===== config.mk =====
export PLATFORM = sky130hd
export DESIGN_NAME = periodic_and_timeout_timer_table_core
export DESIGN_NICKNAME = d
export VERILOG_FILES = /design/src/rtl/ptt_pkg.sv /design/src/rtl/ptt_ram.sv /design/src/rtl/ptt_walk.sv /design/src/rtl/periodic_and_timeout_timer_table_core.sv
export SDC_FILE = /design/constraint.sdc
export NUM_CORES = 1
export LEC_CHECK = 0
export ABC_CLOCK_PERIOD_IN_PS = 4850
export BUFFER_PORTS_ARGS = -buffer_cell sky130_fd_sc_hd__buf_4
export CORE_UTILIZATION = 50
export CTS_BUF_LIST = sky130_fd_sc_hd__clkbuf_4
export DETAILED_ROUTE_END_ITERATION = 16
export HOLD_SLACK_MARGIN = 0.12
export PLACE_DENSITY = 0.76
export SLEW_MARGIN = 20
export SYNTH_ARGS = -nofsm -noshare
export SYNTH_HDL_FRONTEND = slang
export SYNTH_SLANG_ARGS = --single-unit

===== constraint.sdc =====
create_clock -name clk -period 4.85 [get_ports clk]
set_input_delay 0.485 -clock clk [delete_from_list [all_inputs] [get_ports clk]]
set_output_delay 0.485 -clock clk [all_outputs]
set_load 0.01 [all_outputs]

===== src/rtl/ptt_pkg.sv =====
// ----------------------------------------------------------------------------
// ptt_pkg
// Types and codes shared by the periodic and timeout timer table.
// ----------------------------------------------------------------------------
package ptt_pkg;

	typedef enum logic [1:0] {
		OP_TICK      = 2'd0,
		OP_START_PER = 2'd1,
		OP_START_TMO = 2'd2,
		OP_CLR_TERM  = 2'd3
	} op_t;

	localparam logic CFG_PER_IN_USE = 1'b0;
	localparam logic CFG_TMO_IN_USE = 1'b1;

	localparam int unsigned USE_BITS   = 4;
	localparam logic [USE_BITS-1:0] USE_RESET = 4'd8;
	localparam int unsigned OUT_BITS   = 8;
	localparam int unsigned TICKS_BITS = 16;

	typedef struct packed {
		op_t                   op;
		logic [2:0]            index;
		logic [TICKS_BITS-1:0] ticks;
	} cmd_t;

	typedef struct packed {
		logic [OUT_BITS-1:0] terminal_flags;
		logic [OUT_BITS-1:0] timeouts_running;
	} rsp_t;

	typedef struct packed {
		logic busy;
		logic issue;
		logic drain;
	} walk_t;

endpackage


===== src/rtl/ptt_ram.sv =====
// ----------------------------------------------------------------------------
// ptt_ram
// Simple dual-port synchronous RAM, one write and one registered read port.
// ----------------------------------------------------------------------------
module ptt_ram #(
	parameter int unsigned DW    = 16,
	parameter int unsigned DEPTH = 8,
	parameter int unsigned AW    = (DEPTH > 1) ? $clog2(DEPTH) : 1
) (
	input  logic          clk,
	input  logic          we,
	input  logic [AW-1:0] waddr,
	input  logic [DW-1:0] wdata,
	input  logic          re,
	input  logic [AW-1:0] raddr,
	output logic [DW-1:0] rdata
);

	logic [DW-1:0] mem [DEPTH];

	always_ff @(posedge clk) begin
		if (we) begin
			mem[waddr] <= wdata;
		end
		if (re) begin
			rdata <= mem[raddr];
		end
	end

endmodule


===== src/rtl/ptt_walk.sv =====
// ----------------------------------------------------------------------------
// ptt_walk
// Tick sequencer: steps an entry index over the tables, one entry a cycle.
// ----------------------------------------------------------------------------
module ptt_walk
	import ptt_pkg::*;
#(
	parameter int unsigned LEN = 8,
	parameter int unsigned IW  = (LEN > 1) ? $clog2(LEN) : 1
) (
	input  logic          clk,
	input  logic          arst_n,
	input  logic          go,
	output walk_t         walk,
	output logic [IW-1:0] idx
);

	typedef enum logic [1:0] {
		S_IDLE,
		S_WALK,
		S_DRAIN
	} state_t;

	state_t        state_q;
	logic [IW-1:0] idx_q;
	logic          last;

	assign last = (idx_q == IW'(LEN - 1));

	always_ff @(posedge clk or negedge arst_n) begin
		if (!arst_n) begin
			state_q <= S_IDLE;
			idx_q   <= '0;
		end else begin
			case (state_q)
				S_IDLE: begin
					idx_q <= '0;
					if (go) begin
						state_q <= S_WALK;
					end
				end
				S_WALK: begin
					if (last) begin
						state_q <= S_DRAIN;
					end else begin
						idx_q <= idx_q + IW'(1);
					end
				end
				S_DRAIN: begin
					state_q <= S_IDLE;
				end
				default: begin
					state_q <= S_IDLE;
				end
			endcase
		end
	end

	assign idx        = idx_q;
	assign walk.busy  = (state_q != S_IDLE);
	assign walk.issue = (state_q == S_WALK);
	assign walk.drain = (state_q == S_DRAIN);

	a_drain_after_last: assert property (@(posedge clk) disable iff (!arst_n)
		(state_q == S_WALK) && last |=> (state_q == S_DRAIN))
		else $error("walk did not drain after last entry");

	a_idx_in_range: assert property (@(posedge clk) disable iff (!arst_n)
		(state_q == S_WALK) |-> (32'(idx_q) < LEN))
		else $error("walk index out of range");

	a_go_starts: assert property (@(posedge clk) disable iff (!arst_n)
		(state_q == S_IDLE) && go |=> (state_q == S_WALK) && (idx_q == '0))
		else $error("walk did not start at entry zero");

endmodule


===== src/rtl/periodic_and_timeout_timer_table_core.sv =====
// ----------------------------------------------------------------------------
// periodic_and_timeout_timer_table_core
// Periodic timer and one-shot timeout tables held in two synchronous RAMs.
// ----------------------------------------------------------------------------
//  channel   dir  handshake           payload
//  command   in   start & !busy        cmd   (op, index, ticks)
//  result    out  done, one cycle     rsp   (terminal_flags, timeouts_running)
//  config    in   cfg_we              cfg_idx, cfg_wdata
//
//  Ops 1 to 3 start no walk; done follows on the next cycle and busy stays low.
//  A tick walks max(NUM_PERIODIC, NUM_TIMEOUTS) entries, one a cycle through
//  the RAM read port, then a drain state writes back the last entry. busy
//  stays high through the walk and the drain; done follows the drain.
//  Reset clears active, terminal and running bits; RAM contents are read only
//  once written. done cannot be held off.
// ----------------------------------------------------------------------------
module periodic_and_timeout_timer_table_core
	import ptt_pkg::*;
#(
	parameter int unsigned NUM_PERIODIC = 8,
	parameter int unsigned NUM_TIMEOUTS = 8,
	parameter int unsigned COUNT_BITS   = 16
) (
	input  logic                clk,
	input  logic                arst_n,
	input  logic                start,
	output logic                busy,
	input  cmd_t                cmd,
	output logic                done,
	output rsp_t                rsp,
	input  logic                cfg_we,
	input  logic                cfg_idx,
	input  logic [USE_BITS-1:0] cfg_wdata
);

	localparam int unsigned LEN = (NUM_PERIODIC > NUM_TIMEOUTS) ? NUM_PERIODIC : NUM_TIMEOUTS;
	localparam int unsigned IW  = (LEN > 1) ? $clog2(LEN) : 1;
	localparam int unsigned PW  = (NUM_PERIODIC > 1) ? $clog2(NUM_PERIODIC) : 1;
	localparam int unsigned TW  = (NUM_TIMEOUTS > 1) ? $clog2(NUM_TIMEOUTS) : 1;
	localparam int unsigned CB  = COUNT_BITS;

	logic [USE_BITS-1:0]   per_use_q;
	logic [USE_BITS-1:0]   tmo_use_q;
	logic [NUM_PERIODIC-1:0] active_q;
	logic [NUM_PERIODIC-1:0] term_q;
	logic [NUM_TIMEOUTS-1:0] run_q;
	logic                  done_q;

	walk_t                 walk;
	logic [IW-1:0]         idx;
	logic [IW-1:0]         idx_s1;
	logic                  p_vld_s1;
	logic                  t_vld_s1;

	logic                  acc;
	logic                  op1_go;
	logic                  op2_go;
	logic                  op3_go;
	logic [CB-1:0]         t;

	logic                  p_rd;
	logic                  t_rd;
	logic                  p_we;
	logic [PW-1:0]         p_waddr;
	logic [2*CB-1:0]       p_wdata;
	logic [2*CB-1:0]       p_rdata;
	logic [CB-1:0]         p_period;
	logic [CB-1:0]         p_dec;
	logic                  p_fire;
	logic [CB-1:0]         p_next;
	logic                  t_we;
	logic [TW-1:0]         t_waddr;
	logic [CB-1:0]         t_wdata;
	logic [CB-1:0]         t_rdata;
	logic [CB-1:0]         t_dec;

	assign busy   = walk.busy;
	assign acc    = start && !busy;
	assign t      = CB'(cmd.ticks);
	assign op1_go = acc && (cmd.op == OP_START_PER) && (32'(cmd.index) < NUM_PERIODIC);
	assign op2_go = acc && (cmd.op == OP_START_TMO) && (32'(cmd.index) < NUM_TIMEOUTS);
	assign op3_go = acc && (cmd.op == OP_CLR_TERM) && (32'(cmd.index) < NUM_PERIODIC);

	ptt_walk #(
		.LEN (LEN)
	) u_walk (
		.clk    (clk),
		.arst_n (arst_n),
		.go     (acc && (cmd.op == OP_TICK)),
		.walk   (walk),
		.idx    (idx)
	);

	assign p_rd = walk.issue && (32'(idx) < 32'(per_use_q)) && (32'(idx) < NUM_PERIODIC)
		&& active_q[idx[PW-1:0]];
	assign t_rd = walk.issue && (32'(idx) < 32'(tmo_use_q)) && (32'(idx) < NUM_TIMEOUTS)
		&& run_q[idx[TW-1:0]];

	assign p_period = p_rdata[2*CB-1:CB];
	assign p_dec    = p_rdata[CB-1:0] - CB'(1);
	assign p_fire   = (p_dec == '0);
	assign p_next   = p_fire ? p_period : p_dec;
	assign t_dec    = t_rdata - CB'(1);

	assign p_we    = p_vld_s1 || op1_go;
	assign p_waddr = p_vld_s1 ? idx_s1[PW-1:0] : PW'(cmd.index);
	assign p_wdata = p_vld_s1 ? {p_period, p_next} : {t, t};
	assign t_we    = t_vld_s1 || op2_go;
	assign t_waddr = t_vld_s1 ? idx_s1[TW-1:0] : TW'(cmd.index);
	assign t_wdata = t_vld_s1 ? t_dec : t;

	ptt_ram #(
		.DW    (2 * CB),
		.DEPTH (NUM_PERIODIC)
	) u_per_ram (
		.clk   (clk),
		.we    (p_we),
		.waddr (p_waddr),
		.wdata (p_wdata),
		.re    (p_rd),
		.raddr (idx[PW-1:0]),
		.rdata (p_rdata)
	);

	ptt_ram #(
		.DW    (CB),
		.DEPTH (NUM_TIMEOUTS)
	) u_tmo_ram (
		.clk   (clk),
		.we    (t_we),
		.waddr (t_waddr),
		.wdata (t_wdata),
		.re    (t_rd),
		.raddr (idx[TW-1:0]),
		.rdata (t_rdata)
	);

	always_ff @(posedge clk) begin
		idx_s1 <= idx;
	end

	always_ff @(posedge clk or negedge arst_n) begin
		if (!arst_n) begin
			per_use_q <= USE_RESET;
			tmo_use_q <= USE_RESET;
			active_q  <= '0;
			term_q    <= '0;
			run_q     <= '0;
			p_vld_s1  <= 1'b0;
			t_vld_s1  <= 1'b0;
			done_q    <= 1'b0;
		end else begin
			p_vld_s1 <= p_rd;
			t_vld_s1 <= t_rd;
			done_q   <= (acc && (cmd.op != OP_TICK)) || walk.drain;
			if (cfg_we) begin
				case (cfg_idx)
					CFG_PER_IN_USE: per_use_q <= cfg_wdata;
					CFG_TMO_IN_USE: tmo_use_q <= cfg_wdata;
					default: begin
					end
				endcase
			end
			if (p_vld_s1 && p_fire) begin
				term_q[idx_s1[PW-1:0]] <= 1'b1;
			end
			if (t_vld_s1) begin
				run_q[idx_s1[TW-1:0]] <= (t_dec != '0);
			end
			if (op1_go) begin
				active_q[PW'(cmd.index)] <= 1'b1;
			end
			if (op2_go) begin
				run_q[TW'(cmd.index)] <= (t != '0);
			end
			if (op3_go) begin
				term_q[PW'(cmd.index)] <= 1'b0;
			end
		end
	end

	assign done = done_q;

	for (genvar g = 0; g < OUT_BITS; g++) begin : g_out
		if (g < NUM_PERIODIC) begin : g_p
			assign rsp.terminal_flags[g] = term_q[g];
		end else begin : g_pz
			assign rsp.terminal_flags[g] = 1'b0;
		end
		if (g < NUM_TIMEOUTS) begin : g_t
			assign rsp.timeouts_running[g] = run_q[g];
		end else begin : g_tz
			assign rsp.timeouts_running[g] = 1'b0;
		end
	end

	a_done_idle: assert property (@(posedge clk) disable iff (!arst_n)
		done |-> !busy)
		else $error("result beat while busy");

	a_tick_busy: assert property (@(posedge clk) disable iff (!arst_n)
		start && !busy && (cmd.op == OP_TICK) |=> busy)
		else $error("tick accepted without walk");

	a_drain_done: assert property (@(posedge clk) disable iff (!arst_n)
		walk.drain |=> done)
		else $error("walk finished without result beat");

	a_no_cmd_write_in_walk: assert property (@(posedge clk) disable iff (!arst_n)
		(p_vld_s1 || t_vld_s1) |-> !acc)
		else $error("command write collides with walk write-back");

endmodule


# --- Yosys cells after proc, flatten, opt, wreduce, memory -nomap -nowiden ---
# Memories as Yosys holds them, arrays and structs flattened. A register that Yosys moved wholly into a read port is not among the register bits.
# Cells that the tools add are included.
word_totals:
  latch_bits: 0
  romBits: 0
  inputBits: 30
  memories: 2
  word_cells: 94
  register_bits: 43
  ramBits: 384
  output_inout_bits: 18
op_classes:
  n_lt_le_gt_ge: 7
  multipliers: 0
  muxes: 28
  bitwise_logic: 5
  n_div: 0
  n_shift: 0
  eq_ne: 9
  reduce_logical: 29
  n_addsub: 3
mem_list:
  columns: ["name", "depth", "width", "read_ports", "rd_clocked_by_memory_dff", "wr", "line_no", "text"]
  rows:
  - ["u_per_ram.mem", 8, 32, 1, 1, 1, "ptt_ram.sv:19", "logic [DW-1:0] mem [DEPTH];"]
  - ["u_tmo_ram.mem", 8, 16, 1, 1, 1, "ptt_ram.sv:19", null]
ops:
  columns: ["operator", "n"]
  rows:
  - ["2-to-1 mux 16 bit", 2]
  - ["2-to-1 mux 32 bit", 1]
  - ["2-to-1 mux 8 bit", 4]
  - ["nonzero test 16 bit", 2]
  - ["subtractor 16 x 1 -> 16 bit (second input constant)", 2]
  - ["bitwise mux 8 bit", 2]
  - ["logical NOT 16 bit", 1]
  - ["bitwise OR 8 bit", 2]
  - ["logical AND 1 bit", 13]
  - ["< comparator 3 x 4 -> 1 bit (second input constant)", 3]
  - ["2-to-1 mux 3 bit", 3]
  - ["bitwise AND 8 bit", 1]
  - ["< comparator 3 x 4 -> 1 bit", 2]
  - ["2-to-1 mux 1 bit", 8]
  - ["inverter 8 bit", 1]
  - ["AND reduction 2 bit", 4]
  - ["binary-select mux 1 bit (select 3 bit)", 2]
  - ["demux 1 bit (select 3 bit)", 2]
  - ["== test 2 bit (second input constant)", 3]
  - [">= comparator 3 x 1 -> 1 bit (second input constant)", 2]
  - ["one-hot mux 3 bit (2 select lines)", 1]
  - ["nonzero test 2 bit", 3]
  - ["== test 2 x 1 -> 1 bit (second input constant)", 2]
  - ["logical NOT 2 bit", 2]
  - ["9 further kinds", 13]

# --- Logic depth before layout (Yosys ltp) ---
# Gate-level depths: netlist of run 1.
logic_depth:
  depth_word: 8
  depth_mapped: 9
  mapped_depth_nobuf: 8

# --- Cells and area by module ---
# From an unflattened synthesis of run 1, not the netlist that was laid out.
hier_totals:
  cells_unflattened: 1077
  hier_area_um2: 19939.1
modules_own_cells:
  columns: ["module", "cells_per_inst", "area_per_inst_um2", "n_inst", "seq_area_each_um2"]
  rows:
  - ["ptt_ram at u_per_ram", 415, 10786.6, 1, 8648.3]
  - ["ptt_ram at u_tmo_ram", 214, 5454.0, 1, 4324.1]
  - ["periodic_and_timeout_timer_table_core", 423, 3424.5, 1, 938.4]
  - ["ptt_walk", 25, 274.0, 1, 125.1]

# --- Worst setup path before layout of run 1 ---
# Ideal clock, no wire load.
synth_path:
  path_type: "register -> register"
  start: "register u_walk.idx_q[0] (netlist: u_walk.idx[0])"
  end: "register u_per_ram.rdata[0] (read register of u_per_ram.mem) (enable)"
  path_stages_with_launch: 7
  synth_period_minus_slack_ns: 4.110
  slack_ns: 0.740
  arrival_ns: 3.647
  setup_time_ns: 0.463
  t_required_ns: 4.387
  n_path_buf: 3
  path_cell_list: "dfrtp_1 clkbuf_1 clkbuf_1 buf_2 mux4_2 mux2i_1 nor3_1"
synth_via:
  elab_chain_cells: 3
  word_cells_on_any_way: 5
  classes_between: "1 x order compare; 2 x mux; 2 x reduce/logical"
synth_rtl:
  columns: ["item", "line_no", "text"]
  rows:
  - ["from (decl)", "ptt_walk.sv:25", "logic [IW-1:0] idx_q;"]
  - ["from (signal assigned)", "ptt_walk.sv:46", "idx_q <= idx_q + IW'(1);"]
  - ["< comparator 3 x 4 -> 1 bit or binary-select mux 1 bit (select 3 bit) (tied branches)", "periodic_and_timeout_timer_table_core.sv:94, periodic_and_timeout_timer_table_core.sv:95", null]
  - ["logical AND 1 bit or 2-to-1 mux 1 bit (tied branches)", "periodic_and_timeout_timer_table_core.sv:94, periodic_and_timeout_timer_table_core.sv:95", null]
  - ["logical AND 1 bit (*)", "periodic_and_timeout_timer_table_core.sv:95", "&& active_q[idx[PW-1:0]];"]
  - ["via p_rd", "periodic_and_timeout_timer_table_core.sv:61", "logic p_rd;"]
  - ["to (decl)", "ptt_ram.sv:16", "output logic [DW-1:0] rdata"]
# Mark *: on every way through the listed nets, which the timed path passes. The rest lies on a longest branch. The select of a mux whose other input is x is not followed.
# A chain may end at the register's enable or synchronous reset.

# --- Worst setup path after layout of run 1 ---
layout_path:
  start: "register u_per_ram.rdata[0] (read register of u_per_ram.mem)"
  end: "memory u_per_ram.mem[2][8] (netlist bit) (data pin)"
layout_via:
  elab_chain_cells: 4
layout_rtl:
  columns: ["item", "line_no", "text"]
  rows:
  - ["subtractor 16 x 1 -> 16 bit (*)", "periodic_and_timeout_timer_table_core.sv:100", "assign p_dec = p_rdata[CB-1:0] - CB'(1);"]
  - ["logical NOT 16 bit", "periodic_and_timeout_timer_table_core.sv:101", "assign p_fire = (p_dec == '0);"]
  - ["2-to-1 mux 16 bit (*)", "periodic_and_timeout_timer_table_core.sv:102", "assign p_next = p_fire ? p_period : p_dec;"]
  - ["2-to-1 mux 32 bit (*)", "periodic_and_timeout_timer_table_core.sv:107", "assign p_wdata = p_vld_s1 ? {p_period, p_next} : {t, t};"]
  - ["via p_wdata[8]", "periodic_and_timeout_timer_table_core.sv:65", "logic [2*CB-1:0] p_wdata;"]
  - ["to (decl)", "ptt_ram.sv:19", null]
# Mark *: on every way through the listed nets, which the timed path passes. The rest lies on a longest branch.

==> out/qor.csv, run 1 <==
stage,metric,value,unit
layout,share of cells above drive strength 1,32.7,%
layout,fin util,57.9,%
logic_synthesis,Syn Area/Cell,17.5,um^2
logic_synthesis,top cell type's share of synthesized area,65.3,%
timing,Setup TNS,0,ns
job,Max Cap Viol,0,
logic_synthesis,Mapped Area,0.0199,mm^2
timing,upper clock frequency limit,0.286,GHz
logic_synthesis,#FFs+latches synth,475,
timing,minimum clock period,3.50,ns
floorplanning,Core Region,0.0389,mm^2
logic_synthesis,Syn Nets,1172,
clocking,H-tree levels,3,
global_routing,Total Routing Usage GR,21.3,%
floorplanning,die height,201,um
critical_path,CP Launch Type,register,
timing,Least-Margin Pin Slew,0.830,ns
power,Max VDD drop,0.427,mV
route,WL per Instance,22.4,um
clocking,clock net sink count,475,
place,Routability Congestion,0.897,
logic_synthesis,Post-synth EDFFs,432,
layout,nets,1320,
timing,max-slew violation count,0,
logic_synthesis,main area contributors after synthesis,"edfxtp_1 65%, mux4_2 11%, dfrtp_1 4.8%",
logic_synthesis,library cells used by synthesis,67,
floorplanning,Initial Util,51.0,%
critical_path,Worst EP required,5.31,ns
route,drt first pass iters,5,
global_routing,first-pass GRT wire length,64900,um
critical_path,critical path class,reg2reg,
route,DRT Wirelength,42200,um
power,PwrDens,561,mW/mm^2
critical_path,critical path data arrival time,3.96,ns
global_routing,vias in the first global route,11500,
layout,Multi-input gate area,0.00563,mm^2
floorplanning,Die X-Extent,201,um
floorplanning,Rows,72,
place,IO Port Bufs,47,
route,drt first-iter violations,1144,
route,Avg Vias per Cell,5.87,
logic_synthesis,Mapped Cells,1132,
global_routing,GR Overflow Total,0,
layout,"most common cell after layout, fill and taps aside",edfxtp_1,
logic_synthesis,Post-synth ARST share,8.42,%
global_routing,largest net degree at the start of global routing,82,
logic_synthesis,register area share after synthesis,70.7,%
layout,storage element area,0.0140,mm^2
clocking,post-cts resize count,0,
timing,relative slew slack,44.5,%
timing,RSZ-0062 raised after global routing,false,
route,post-route ant nets,0,
clocking,CTS tree,yes,
layout,area growth from synthesis to layout,13.6,%
timing,share of the clock period used by the worst path,72.1,%
clocking,post-CTS setup buffers,0,
clocking,maximum clock path buffer count,3,
floorplanning,die area,0.0405,mm^2
global_routing,initial antenna violation count,3,
floorplanning,top-level port count,48,
logic_synthesis,post-synth top area cell,edfxtp_1,
timing,clock skew,0.0526,ns
layout,"commonest cells after routing, fill and taps aside","432 x edfxtp_1, 161 x clkbuf_4, 100 x mux4_2, 78 x nor2_1, 72 x buf_4",
layout,Filler cells,2937,
power,Static Leak,7.49,nW
timing,final hold violations,0,
logic_synthesis,Yosys warnings,0,
critical_path,CP max FO,21,
place,DP HPWL,25700,um
logic_synthesis,ys flop type,edfxtp_1,
min_path,Hold WC Path Type,in2reg,
outcome,outcome,"finished, final reports clean",
clocking,Clock Tree Root,clkbuf_4,
clocking,Skew-Pair Late Insertion Delay,0.78,ns
route,# DRC,0,
route,Vias,11100,
critical_path,Worst setup EP type,register,
clocking,Clock transition at path regs,0.07,ns
clocking,TritonCTS Buffers,111,
timing,"Setup violations, final",0,
flip-flops by register name (all words and copies together), names as in the netlist:
register,flops
done,1
p_vld_s1,1
u_walk.state_q,2
run_q,8
u_tmo_ram.mem,128
u_per_ram.mem,256
u_tmo_ram.rdata,16
term_q,8
tmo_use_q,4
active_q,8
u_walk.idx,3
idx_s1,3
t_vld_s1,1
per_use_q,4
u_per_ram.rdata,32
layout make-up:
cell class	count	share of cell area, %
clock buffers	161	5.36
clock inverters	40	0.960
flip-flops and latches	475	62.3
inverters	13	0.216
repair buffers	91	3.29
diodes	1	0.0111
multi-input cells	588	25.0
well taps	518	2.88
power breakdown:
part,switching (mW),internal [mW],total [mW]
clock network,1.51,1.63,3.14
logic,1.87,1.56,3.43
registers,0.519,5.56,6.08
total,3.89,8.75,12.6
worst paths after layout:
check / cells after the start / start / slack [ns] / endpoint
min in group asynchronous: 2 / arst_n / 0.22 / term_q[7]
max in group asynchronous: 2 / arst_n / 4.18 / u_walk.idx[1]
worst max register to register: 9 / u_per_ram.rdata[0] / 1.35 / u_per_ram.mem[2][8]
worst min-delay path: 3 / cmd[17] / 0.19 / term_q[4]
worst min register to register: 1 / active_q[1] / 0.45 / active_q[1]
worst max-delay path: 9 / u_per_ram.rdata[0] / 1.35 / u_per_ram.mem[2][8]
synthesized netlist by cell type, types with 10 or more instances:
cell type	instances
xnor2_1	14
nand2b_1	12
and3_1	10
nand2_1	64
xor2_1	12
clkbuf_1	35
a21oi_1	31
edfxtp_1	432
a31oi_1	13
ha_1	10
nand3_1	12
buf_1	13
nor3b_1	12
o21ai_0	23
dfrtp_1	38
inv_1	13
nor2_1	86
mux2_2	63
nor3_1	17
mux4_2	100
critical path, cell delays in order (launching register included):
cell and delay (ns):
edfxtp_1 0.51, inv_1 0.10, ha_1 0.26, or4b_1 0.60
nor4_4 0.26, xor2_1 0.15, a2111oi_4 0.32, buf_4 0.32
a21oi_1 0.14, o31ai_2 0.50
cells by family after synthesis:
kind of cell	share of synthesized area [%]
DFF	70.7
and+or+nand+nor	6.61
muxes	15.1
AOI/OAI and AO/OA	4.39
xor gates and xnor gates	1.15
adders and majority gates	0.630
buffers and inverters	1.45
what timing repair did:
item,4_1_cts,5_1_grt
endpoints found under the setup margin,0,0
hold buffers,17,0
endpoints found under the hold margin,61,0
per-stage QoR:
step / hold WS, ns / setup slack [ns] / area, um^2 / std cells / power (mW)
3_5_place_dp: 0.440 / 1.21 / 20900 / 1667 / 9.59
3_3_place_gp: 0.436 / 1.42 / 20900 / 1667 / 9.49
5_1_grt: 0.160 / 1.11 / 22500 / 1887 / 13.3
6_report: 0.193 / 1.35 / 22500 / 1887 / 12.6
4_1_cts: 0.128 / 1.12 / 22500 / 1885 / 12.7
2_1_floorplan: 0.189 / 0.740 / 19900 / 1132 / 8.50
per-layer routing:
| metal | GRT usage (%) | up-vias | routed length, um |
|---|---|---|---|
| li1 | - | 4876 | - |
| met1 | 28.8 | 5642 | 17200 |
| met2 | 34.4 | 459 | 20900 |
| met3 | 4.32 | 95 | 3080 |
| met4 | 8.20 | 4 | 1020 |
| met5 | 0 | - | 25 |
Power figures use the tool's default switching activity.
==> inputs of run 2 (changes only) <==
- ABC_CLOCK_PERIOD_IN_PS: 4850 -> 3600
- clock period: 4.85 -> 3.6 ns (I/O delays scaled with it)
==> run 2 against run 1 <==
Global-route usage up 0.48 points. Final cell count up 2.4%. Utilization up 1.3 points. Non-clock buffer count up 37. Combinational power up 41%. Sequential cell count unchanged. Design area up 2.3%. Sequential power up 33%. Register-to-register slack worse by 1.2 ns. Clock skew up 0.0062 ns. Via count up 1.6%. First-iteration DRC count down 8.9%.
==> out/qor.csv, run 2 (same netlist as run 1, synthesis figures left out) <==
stage,metric,value,unit,change
critical_path,CP max FO,8,,was 21
floorplanning,die area,0.0405,mm^2,unchanged
min_path,Hold WC Path Type,in2reg,,unchanged
power,Pint,11.9,mW,was 8.75 mW
floorplanning,Rows,72,,unchanged
power,PnR Total Power,17.3,mW,was 12.6 mW
timing,clock skew,0.0588,ns,was 0.0526 ns
route,# DRC,0,,unchanged
place,IO Port Bufs,47,,unchanged
power,Max VDD drop,0.587,mV,was 0.427 mV
power,Switch Pwr,5.35,mW,was 3.89 mW
clocking,post-CTS setup buffers,0,,unchanged
route,post-route ant nets,0,,unchanged
power,PwrDens,750,mW/mm^2,was 561 mW/mm^2
layout,"most common cell after layout, fill and taps aside",edfxtp_1,,unchanged
timing,"Setup violations, final",0,,unchanged
place,Routability Congestion,0.892,,was 0.897
global_routing,initial antenna violation count,1,,was 3
power,clock power share,25.1,%,was 24.8%
global_routing,first-pass GRT wire length,66400,um,was 64900 um
global_routing,Total Routing Usage GR,21.8,%,was 21.3%
critical_path,Worst EP required,4.10,ns,was 5.31 ns
layout,Top reg by flops,u_per_ram.mem,,unchanged
clocking,TritonCTS Buffers,114,,was 111
power,Static Leak,7.72,nW,was 7.49 nW
layout,"commonest cells after routing, fill and taps aside","432 x edfxtp_1, 172 x clkbuf_4, 100 x mux4_2, 78 x nor2_1, 77 x buf_4",,"was 432 x edfxtp_1, 161 x clkbuf_4, 100 x mux4_2, 78 x nor2_1, 72 x buf_4"
clocking,maximum clock path buffer count,3,,unchanged
timing,share of the clock period used by the worst path,94.9,%,was 72.1%
clocking,Skew-Pair Late Insertion Delay,0.81,ns,was 0.78 ns
clocking,clock net sink count,475,,unchanged
clocking,Clock Tree Root,clkbuf_4,,unchanged
timing,Setup TNS,0,ns,unchanged
floorplanning,die height,201,um,unchanged
layout,Largest regs,"u_per_ram.mem: 256 flops, u_tmo_ram.mem: 128 flops, u_per_ram.rdata: 32 flops",,unchanged
layout,max FFs per register,256,,unchanged
clocking,H-tree levels,3,,unchanged
timing,final hold violations,0,,unchanged
layout,area growth from synthesis to layout,16.1,%,was 13.6%
layout,share of cells above drive strength 1,33.4,%,was 32.7%
timing,minimum clock period,3.42,ns,was 3.50 ns
critical_path,critical path class,reg2reg,,unchanged
route,WL per Instance,22.4,um,about the same
clocking,Clock transition at path regs,0.07,ns,about the same
floorplanning,Core Region,0.0389,mm^2,unchanged
route,Vias,11200,,was 11100
critical_path,critical path data arrival time,3.92,ns,was 3.96 ns
critical_path,CP Launch Type,register,,unchanged
layout,fin util,59.2,%,was 57.9%
route,drt first-iter violations,1042,,was 1144
power,share of total power in sequential cells,46.8,%,was 48.1%
route,drt first pass iters,5,,unchanged
layout,Filler cells,2899,,was 2937
global_routing,GR Overflow Total,0,,unchanged
timing,RSZ-0062 raised after global routing,false,,unchanged
timing,Least-Margin Pin Slew,0.884,ns,was 0.830 ns
clocking,CTS tree,yes,,unchanged
floorplanning,Initial Util,51.0,%,unchanged
floorplanning,Die X-Extent,201,um,unchanged
global_routing,vias in the first global route,11700,,was 11500
critical_path,Worst setup EP type,register,,unchanged
layout,nets,1360,,was 1320
timing,relative slew slack,41.1,%,was 44.5%
global_routing,largest net degree at the start of global routing,98,,was 82
timing,upper clock frequency limit,0.293,GHz,was 0.286 GHz
timing,max-slew violation count,0,,unchanged
power,Sw Share,30.9,%,was 30.8%
route,DRT Wirelength,43200,um,was 42200 um
job,Max Cap Viol,0,,unchanged
floorplanning,top-level port count,48,,unchanged
place,DP HPWL,24700,um,was 25700 um
outcome,outcome,"finished, final reports clean",,unchanged
power,Comb pwr share,28.1,%,was 27.1%
route,Avg Vias per Cell,5.82,,was 5.87
==> run 2: cell types whose count changed in the layout (fill, tap and decap cells not counted), sizes merged <==
cell         previous run  this run
clkinv                 35        30
clkinvlp                0         1
clkbuf                161       172
inv                    16        18
dlygate4sd3            17        41
buf                    74        87
bufinv                  2         1
==> run 2: timing repair <==
action	CTS	global route
endpoints found under the hold margin	393	0
hold buffers	42	0
gates resized for setup	0	3
endpoints found under the setup margin	0	19
==> run 2: critical path: stages, from the launching register on <==
cell and delay (ns):
edfxtp_1 0.43, inv_1 0.12, ha_1 0.18, or4b_1 0.59, nor4_4 0.24, xor2_1 0.15, a2111oi_4 0.58, buf_4 0.25
a21oi_1 0.08, o31ai_2 0.51
==> run 2: layout make-up <==
| type | instances | area (um^2) | share of cell area [%] |
|---|---|---|---|
| diodes | 1 | 2.50 | 0.0109 |
| clock buffers | 172 | 1290 | 5.60 |
| clock inverters | 37 | 176 | 0.765 |
| inverters | 13 | 48.8 | 0.212 |
| multi-input cells | 588 | 5650 | 24.5 |
| flip-flops and latches | 475 | 14000 | 60.9 |
| well taps | 518 | 648 | 2.81 |
| repair buffers | 128 | 1190 | 5.16 |
==> run 2: path summary, 6_finish.rpt <==
path                                     from                  end  slack (ns)  cells after the start
max                        u_per_ram.rdata[1]  u_per_ram.mem[6][2]        0.18                      9
min                              cfg_wdata[2]         tmo_use_q[2]        0.38                      3
max reg2reg                u_per_ram.rdata[1]  u_per_ram.mem[6][2]        0.18                      9
min reg2reg                       active_q[4]          active_q[4]        0.46                      1
max in group asynchronous              arst_n        u_walk.idx[0]        2.70                      4
min in group asynchronous              arst_n         per_use_q[3]        0.63                      3
==> run 2: power by group through the flow <==
stage               Sequential [mW]  Clock (mW)  Combinational (mW)
global route                   8.19        4.73                5.23
floorplan                      7.94           0                3.51
finish                         8.10        4.35                4.85
CTS                            8.10        4.45                4.86
global placement               8.16           0                4.66
detailed placement             8.20           0                4.78
==> run 2: routing by layer <==
metal / up-vias / GRT usage [%] / part of all wire [%]
li1: 4981 / - / -
met1: 5680 / 28.3 / 39
met2: 501 / 36.1 / 51
met3: 87 / 4.68 / 7.8
met4: 0 / 8.60 / 2.3
met5: - / 0 / 0
==> run 2: per-stage QoR <==
stage / hold WS [ns] / area (um^2) / setup WS, ns / std cells
4_1_cts: 0.297 / 23000 / 0.202 / 1931
5_1_grt: 0.330 / 23100 / 0.00386 / 1932
2_1_floorplan: 0.0644 / 19900 / 0.285 / 1132
3_3_place_gp: 0.362 / 21100 / 0.366 / 1680
6_report: 0.378 / 23100 / 0.184 / 1932
3_5_place_dp: 0.367 / 21100 / 0.239 / 1680
==> inputs of run 3 (changes only) <==
- PLACE_DENSITY: 0.76 -> 0.69
==> run 3 against run 2 <==
Maximum frequency barely moved. Critical path depth is the same. Non-clock buffer count fell by 9. First-iteration DRC count fell by 18%. Die area did not move. Clock skew shrank 0.0035 ns. Clock-buffer cell count shrank 18. Final cell count is 1.7% lower. Register-to-register slack is essentially flat. Combinational power is 2% lower. Largest cell class unchanged.
==> out/qor.csv, run 3 (same netlist as run 1, synthesis figures left out) <==
stage,metric,value,unit,change
clocking,TritonCTS Buffers,114,,unchanged
power,PwrDens,742,mW/mm^2,was 750 mW/mm^2
route,Vias,11000,,was 11200
route,WL per Instance,22.5,um,was 22.4 um
layout,Largest regs,"u_per_ram.mem: 256 flops, u_tmo_ram.mem: 128 flops, u_per_ram.rdata: 32 flops",,unchanged
critical_path,Worst setup EP type,register,,unchanged
route,Avg Vias per Cell,5.81,,was 5.82
layout,nets,1351,,was 1360
layout,"most common cell after layout, fill and taps aside",edfxtp_1,,unchanged
critical_path,FF-to-FF setup slack,0.18,ns,about the same
clocking,Clock Tree Root,clkbuf_4,,unchanged
route,drt first pass iters,5,,unchanged
critical_path,critical path class,reg2reg,,unchanged
critical_path,critical path data arrival time,3.90,ns,was 3.92 ns
critical_path,Worst Path Buf+Inv,2,,unchanged
power,share of total power in sequential cells,48.1,%,was 46.8%
route,post-route ant nets,0,,unchanged
place,placed insts,1673,,was 1680
critical_path,CP Launch Type,register,,unchanged
place,Routability Congestion,0.873,,was 0.892
global_routing,Total Routing Usage GR,21.7,%,was 21.8%
layout,"commonest cells after routing, fill and taps aside","432 x edfxtp_1, 154 x clkbuf_4, 100 x mux4_2, 78 x nor2_1, 69 x buf_4",,"was 432 x edfxtp_1, 172 x clkbuf_4, 100 x mux4_2, 78 x nor2_1, 77 x buf_4"
timing,Setup TNS,0,ns,unchanged
floorplanning,Rows,72,,unchanged
floorplanning,top-level port count,48,,unchanged
layout,Finished Layout Cells,1899,,was 1932
clocking,CTS tree,yes,,unchanged
timing,max-slew violation count,0,,unchanged
timing,final hold violations,0,,unchanged
power,Max VDD drop,0.400,mV,was 0.587 mV
critical_path,"Cell Chain, Critical Path",inv_1 > ha_1 > or4b_1 > nor4_4 > xor2_1 > a2111oi_4 > buf_4 > a21oi_1 > o31ai_2,,unchanged
clocking,Clock transition at path regs,0.07,ns,about the same
timing,Least-Margin Pin Slew,0.962,ns,was 0.884 ns
min_path,Hold WC Path Type,in2reg,,unchanged
floorplanning,die area,0.0405,mm^2,unchanged
route,drt first-iter violations,856,,was 1042
place,IO Port Bufs,47,,unchanged
timing,clock skew,0.0554,ns,was 0.0588 ns
timing,Setup WS post-layout,0.183,ns,was 0.184 ns
critical_path,RR Endpoint,u_per_ram.mem[3][5],,was u_per_ram.mem[6][2]
floorplanning,die height,201,um,unchanged
layout,Filler cells,2950,,was 2899
layout,Top reg by flops,u_per_ram.mem,,unchanged
min_path,hold depth,3,,unchanged
outcome,outcome,"finished, final reports clean",,unchanged
floorplanning,Die X-Extent,201,um,unchanged
timing,"Setup violations, final",0,,unchanged
min_path,Hold Crit Start,cfg_wdata[0],,was cfg_wdata[2]
global_routing,vias in the first global route,11500,,was 11700
critical_path,worst r2r src,u_per_ram.rdata[0],,was u_per_ram.rdata[1]
timing,relative slew slack,35.8,%,was 41.1%
power,Comb pwr share,28.1,%,about the same
global_routing,first-pass GRT wire length,66100,um,was 66400 um
route,DRT Wirelength,42700,um,was 43200 um
timing,share of the clock period used by the worst path,94.9,%,about the same
power,Switch Pwr,5.24,mW,was 5.35 mW
place,DP HPWL,24600,um,was 24700 um
global_routing,GR Overflow Total,0,,unchanged
critical_path,cell family with most CP delay,compound AO/OA/AOI/OAI gates,,unchanged
clocking,Skew-Pair Late Insertion Delay,0.79,ns,was 0.81 ns
route,# DRC,0,,unchanged
timing,minimum clock period,3.42,ns,about the same
min_path,Min-Delay Endpoint,per_use_q[0],,was tmo_use_q[2]
power,Pint,11.7,mW,was 11.9 mW
floorplanning,Core Region,0.0389,mm^2,unchanged
layout,max FFs per register,256,,unchanged
power,clock power share,23.7,%,was 25.1%
place,Place WS,0.240,ns,was 0.239 ns
job,Max Cap Viol,0,,unchanged
critical_path,largest stage delay on the critical path,0.60,ns,was 0.59 ns
layout,share of cells above drive strength 1,32.2,%,was 33.4%
critical_path,Worst EP required,4.08,ns,was 4.10 ns
timing,RSZ-0062 raised after global routing,false,,unchanged
timing,upper clock frequency limit,0.293,GHz,about the same
power,Static Leak,7.58,nW,was 7.72 nW
clocking,post-CTS setup buffers,0,,unchanged
critical_path,R2R depth,9,,unchanged
clocking,H-tree levels,3,,unchanged
critical_path,Worst path slowest cell,or4b_1,,unchanged
layout,area growth from synthesis to layout,14.9,%,was 16.1%
power,Sw Share,30.9,%,about the same
clocking,clock net sink count,475,,unchanged
critical_path,CP max FO,15,,was 8
clocking,maximum clock path buffer count,3,,unchanged
floorplanning,Initial Util,51.0,%,unchanged
global_routing,initial antenna violation count,1,,unchanged
critical_path,number of cells on the critical path,9,,unchanged
global_routing,largest net degree at the start of global routing,72,,was 98
run 3: cell count changes in the layout (fill, tap and decap cells not counted), sizes merged:
cell,change
diode,+1
clkbuf,-18
dlygate4sd3,-2
clkinv,-2
clkinvlp,-1
inv,-4
buf,-7
run 3: per-stage QoR:
stage               total power, mW  instance area [um^2]  hold slack (ns)  util (%)
global route                   17.8                 22800            0.325      58.6
finish                         16.9                 22800            0.393      58.6
detailed placement             13.0                 21100            0.370      54.2
floorplan                      11.4                 19900           0.0644         -
CTS                            17.1                 22800            0.305      58.6
global placement               12.9                 21100            0.367      54.2
run 3: power by group through the flow:
stage | clock (mW) | sequential, mW | combinational, mW
floorplan | 0 | 7.94 | 3.51
global placement | 0 | 8.23 | 4.67
detailed placement | 0 | 8.26 | 4.75
CTS | 4.13 | 8.15 | 4.82
global route | 4.40 | 8.25 | 5.17
finish | 4.02 | 8.15 | 4.76
run 3: repair_timing:
item / in CTS / in global routing
setup endpoints to repair: 0 / 8
hold buffers: 40 / 0
gates resized for setup: 0 / 1
hold endpoints to repair: 347 / 0
run 3: cell type report:
| class | instances | area (um^2) | share of cell area [%] |
|---|---|---|---|
| Inverter | 13 | 48.8 | 0.214 |
| Clock buffer | 154 | 1160 | 5.07 |
| Clock inverter | 30 | 149 | 0.653 |
| Tap cell | 518 | 648 | 2.84 |
| Sequential cell | 475 | 14000 | 61.6 |
| Timing Repair Buffer | 119 | 1130 | 4.95 |
| Multi-Input combinational cell | 588 | 5630 | 24.7 |
| Antenna cell | 2 | 5.00 | 0.0219 |
run 3: worst max path at each step:
| stage | start | to |
|---|---|---|
| floorplan | u_walk.state_q[0] | u_per_ram.mem[2][0] |
| global placement | u_per_ram.rdata[0] | u_per_ram.mem[2][7] |
| detailed placement | u_per_ram.rdata[0] | u_per_ram.mem[1][5] |
| CTS | u_per_ram.rdata[0] | u_per_ram.mem[5][5] |
| global route | u_per_ram.rdata[0] | u_per_ram.mem[2][6] |
| finish | u_per_ram.rdata[0] | u_per_ram.mem[3][5] |
run 3: worst reg2reg max path, stage by stage (launching register included):
cell and delay [ns]:
edfxtp_1 0.50, inv_1 0.10, ha_1 0.26, or4b_1 0.60, nor4_4 0.24, xor2_1 0.15
a2111oi_4 0.37, buf_4 0.27, a21oi_1 0.11, o31ai_2 0.52
run 3: metal layers:
layer / routed length (um) / up-vias / global-route usage, % / share of wire, %
met3: 2870 / 60 / 4.39 / 6.7
met2: 21300 / 387 / 35.3 / 50
met1: 17900 / 5648 / 29.7 / 42
met4: 662 / 0 / 7.01 / 1.5
li1: - / 4941 / - / -
met5: 0 / - / 0 / 0
